==> src/sv/gbf_ram.sv <==
`timescale 1ns / 1ps

module gbf_ram #(
    parameter int WIDTH = 8,
    parameter int DEPTH = 16,
    parameter int AW    = (DEPTH > 1) ? $clog2(DEPTH) : 1
) (
    input  logic             clk,
    input  logic             we,
    input  logic [AW-1:0]    waddr,
    input  logic [WIDTH-1:0] wdata,
    input  logic [AW-1:0]    raddr,
    output logic [WIDTH-1:0] rdata
);

    logic [WIDTH-1:0] mem [DEPTH];
    logic [WIDTH-1:0] rdata_reg;

    always_ff @(posedge clk)
    begin
        if (we)
        begin
            mem[waddr] <= wdata;
        end
        rdata_reg <= mem[raddr];
    end

    assign rdata = rdata_reg;

endmodule

==> config.mk <==
export PLATFORM = sky130hd
export DESIGN_NAME = gbf_ram
export DESIGN_NICKNAME = d
export VERILOG_FILES = /design/src/sv/gbf_ram.sv
export SDC_FILE = /design/constraint.sdc
export NUM_CORES = 1
export LEC_CHECK = 0
export BUFFER_PORTS_ARGS = -buffer_cell sky130_fd_sc_hd__buf_2
export CAP_MARGIN = 20
export CORE_ASPECT_RATIO = 1.25
export CORE_MARGIN = 2
export CORE_UTILIZATION = 55
export CTS_CLUSTER_SIZE = 20
export DETAILED_ROUTE_END_ITERATION = 12
export PLACE_DENSITY = 0.73
export RECOVER_POWER = 25
export SYNTH_ARGS = -nofsm -noshare
export SYNTH_HDL_FRONTEND = slang
export SYNTH_SLANG_ARGS = --single-unit
==> constraint.sdc <==
create_clock -name clk -period 5.5 [get_ports clk]
set_clock_uncertainty 0.2 [all_clocks]
set_input_delay 0.275 -clock clk [delete_from_list [all_inputs] [get_ports clk]]
set_output_delay 0.275 -clock clk [all_outputs]
set_load 0.01 [all_outputs]
Yosys cells after proc, flatten, opt, wreduce, memory -nomap -nowiden --
Memories as Yosys holds them, arrays and structs flattened. A register that Yosys moved wholly into a read port is not among the register bits. Index checks and enable logic that the tools add are counted.
Cells by class: multiplexer cells 2
Operator list (number):
- 1-bit 2-to-1 mux | 2
Storage, ports and cells: memories 1, bits of input ports 18, register bits after elaboration 0, word-level logic and storage cells 3, bits in writable memories 128, output and inout port bits 8
Memories:
- mem | words 16, width 8, rd ports 1, clocked after Yosys merged registers in 1, wr ports 1, line 16 | logic [WIDTH-1:0] mem [DEPTH];

Depth between registers and ports, before layout --
depth after elaboration 2, mapped depth 5, gate-level depth less buffers 3

Least setup slack after synthesis --
OpenSTA, ideal clock, no wires.
kind input -> register, from input waddr[2], to memory mem[0][0], enable pin, stages 2, path slack 3.532 ns, library setup time 0.383 ns, arrival 1.385 ns, path buffers 0, cell sequence or3b_2 nor3_1
RTL lines:
- from (decl) | line 10 | input logic [AW-1:0] waddr,
- to (decl) | line 16
Straight into the memory's write port.

Final worst setup path --
from input waddr[2], to memory mem[0][7], enable pin
Straight into the memory's write port.

==> results summary <==
The flow ran to the end, and the final reports show no timing, DRC or antenna violations. The total of hold buffers inserted after clock tree synthesis is 0. The number of distinct library cells after synthesis is 19. For this run, the leading register cell type out of synthesis is sky130_fd_sc_hd__edfxtp_1. The capturing element type of the critical path is a flip-flop. Data on the critical path is required at its endpoint by 5410 ps. The buffers inserted during post-CTS setup optimization came out at 0.

After detailed routing, the number of remaining DRC violations is 0. The total of fill cells in the finished design is 629. In this run the tool buffered the top-level ports with 25 buffer cells. The highest achievable clock rate came out at 537 MHz. In this run, flip-flops and latches consume 50.7% of the power. The die is 90.5 um wide. After the first detailed-routing iteration, the DRC count stood at 254. The routability congestion estimate from global placement came out at 0.716. The static power due to leakage is 1.97 nW.

Among all cell types in the netlist, the one instantiated most often is sky130_fd_sc_hd__edfxtp_1. The global-route wire length before repair is 14400 um. The sequential element share of the synthesized area came out at 77.8%. The synthesized cell area is 5150 um2. The number of nets with antenna violations after detailed routing came out at 0.

Entering global routing, the biggest net connects 33 pins. Setup repair after global routing left no endpoint under its margin. Of all nets on the critical path, the largest fanout is 5. The total wirelength of the detailed-routed design came out at 9370 um. The part of the total power dissipated in the clock network is 44.9%. The register with the most flip-flops in the layout has 128 of them. Sorting the synthesized cells by area gives the leading types as sky130_fd_sc_hd__edfxtp_1, sky130_fd_sc_hd__mux4_2, sky130_fd_sc_hd__mux4_1, sky130_fd_sc_hd__dfxtp_1, sky130_fd_sc_hd__a22oi_1. Post-CTS repair changed the size of 0 cells. The count of final max-slew check failures came out at 0. Synthesis handed over a netlist of 229 instances.

TritonCTS built the clock tree. The met2 demand-to-capacity share in global routing came out at 31.5%. The number of violations of the max-capacitance limit is 0.

The core outline area is 9130 um2. The post-synthesis net count came out at 247. STA classifies the critical path startpoint as an input pin.

The worst hold path belongs to the class input pin to flip-flop. Compared with the post-synthesis result, the final layout area differs by 15.2%. The boundary pin count is 26. The power density of the placed cells came out at 388 nW/um2. The total number of vias is 2368. Internal power comes to 1.86 mW. Across all hold checks on the routed design, the worst slack comes to 81.5 ps. The clock edge transition at the registers on the reported setup and hold paths came out at 50 ps. The number of H-tree branching levels came out at 4.

The die outline height came out at 112 um. For the worst setup path, the data arrival time is 1780 ps. For the pin with the worst max-slew slack, the measured transition is 943 ps. Setup total negative slack on the finished layout was measured at 0 ps. The combinational share of power is 4.5%. The share of the synthesized area in the top cell type is 74.7%. The floorplan step defined a die boundary enclosing 10200 um2.

The total track usage came out at 20.2%. The number of rows in the core area is 39. The met1 layer usage reported by global route is 27.3%. The number of global-route vias before repair came out at 2421. Setup violations remaining at the end of the flow were counted as 0. 0 antenna diodes ended up in the layout.

The final layout contains 284 nets. The shortest period the worst path allows came out at 1860 ps. The largest total area in the synthesized netlist belongs to sky130_fd_sc_hd__edfxtp_1.

The average cell area after synthesis came out at 22.5 um2. The maximum resistive drop on vdd is 0.000256 V. The worst-case clock buffer depth is 2. The worst relative slew slack came out at 36.9%. The initial antenna violation count came out at 0. In this run, CTS created clock tree buffers numbering 17. In this run switching power makes up 19.2% of total power. The global-route met3 utilization is 5.57%. Global routing finished with a remaining overflow of 0. The number of synthesized register bits came out at 136. In the synthesized netlist, the cells that appear most often are sky130_fd_sc_hd__edfxtp_1, sky130_fd_sc_hd__mux4_2, sky130_fd_sc_hd__a22oi_1. The clock root buffer is sky130_fd_sc_hd__clkbuf_16. The ratio of final minimum period to clock period came out at 33.9%.

The clock latency of the later-clocked register in the worst-skew pair came out at 410 ps. The final-report hold violation count is 0. The share of synthesized flip-flops with an asynchronous set or reset is 0%. The share of post-route cells with drive strength above 1 is 24.7%.

For this run, the number of Yosys warnings is 0. In this run the power spent charging and discharging nets is 0.441 mW. The critical path in this run is classified as input pin to flip-flop. The number of optimization iterations in the first detailed-route pass is 4.

For this configuration, the core starts out at a cell density of 56.4%. After detailed routing, the number of vias per cell comes to 5.89. Counting flops with a built-in enable in the synthesized netlist gives 128. The estimated wirelength of the detail-placed design is 5700 um. After detailed routing, the average wire length per cell comes to 23.3 um.

The layer flagged by global routing as most heavily used is met2. The clock sink total is 136.
worst max-delay path, stage by stage:
cell	delay [ps]
sky130_fd_sc_hd__buf_2	120
sky130_fd_sc_hd__or3b_2	510
sky130_fd_sc_hd__nor3_1	570
sky130_fd_sc_hd__buf_2	300
power groups by stage:
| stage | Combinational [mW] | Clock [mW] | Sequential, mW |
|---|---|---|---|
| 2_1_floorplan | 0.0588 | 0 | 1.19 |
| 3_3_place_gp | 0.100 | 0 | 1.19 |
| 3_5_place_dp | 0.103 | 0 | 1.19 |
| 4_1_cts | 0.104 | 1.04 | 1.17 |
| 5_1_grt | 0.112 | 1.09 | 1.17 |
| 6_report | 0.103 | 1.03 | 1.17 |
final cells by class:
class | count | area [um2] | share of cell area, %
clock buffer | 30 | 544 | 9.18
sequential | 136 | 4000 | 67.5
timing repair buffer | 28 | 150 | 2.53
clock inverter | 2 | 10.0 | 0.169
multi-input combinational | 83 | 1070 | 18.0
tap | 123 | 154 | 2.60
per-stage QoR:
step	util (%)	area (um2)	setup slack, ps	instances	total power [mW]
2_1_floorplan	-	5150	3530	229	1.25
3_3_place_gp	58.7	5360	3010	368	1.29
3_5_place_dp	58.8	5360	3030	369	1.29
4_1_cts	64.8	5920	3430	401	2.31
5_1_grt	65.0	5930	3580	402	2.38
6_report	65.0	5930	3640	402	2.30
worst paths after layout:
kind | startpoint | to | slack, ps | depth (start not counted)
worst max-delay path | waddr[2] | mem[0][7] | 3640 | 4
worst min-delay path | wdata[2] | mem[1][2] | 80 | 1
worst max register to register | mem[0][2] | rdata[2] | 3950 | 3
worst min register to register | mem[14][0] | rdata[0] | 460 | 3
cells in the final DEF (no fill, tap or decap):
cell / n
sky130_fd_sc_hd__and2b_1: 1
sky130_fd_sc_hd__mux4_1: 14
sky130_fd_sc_hd__buf_4: 1
sky130_fd_sc_hd__clkbuf_8: 7
sky130_fd_sc_hd__a22oi_1: 16
sky130_fd_sc_hd__mux4_2: 18
sky130_fd_sc_hd__nor2_1: 13
sky130_fd_sc_hd__buf_2: 20
sky130_fd_sc_hd__clkinv_2: 2
sky130_fd_sc_hd__nand3_1: 1
sky130_fd_sc_hd__dfxtp_1: 8
sky130_fd_sc_hd__or3b_2: 1
sky130_fd_sc_hd__buf_12: 1
sky130_fd_sc_hd__clkbuf_16: 17
sky130_fd_sc_hd__edfxtp_1: 128
sky130_fd_sc_hd__nor2b_1: 1
sky130_fd_sc_hd__nand2b_1: 2
sky130_fd_sc_hd__nand2_1: 9
sky130_fd_sc_hd__nand3b_1: 2
sky130_fd_sc_hd__nor3_2: 2
sky130_fd_sc_hd__nor3_1: 2
sky130_fd_sc_hd__clkbuf_1: 12
sky130_fd_sc_hd__and2_1: 1
metal layers:
layer	routed length [um]	up-vias
li1	-	1053
met1	3710	1200
met2	4850	100
met3	617	15
met4	182	0
met5	0	-
cells by family after synthesis:
logic type             count (synthesis)  synth area share, %
AND/OR/NAND/NOR                       35                 3.18
buffers and inverters                 10                 1.68
flip-flops                           136                 77.8
multiplexers                          32                 15.0
AO/OA/AOI/OAI                         16                 2.33
Power figures use the tool's default switching activity.
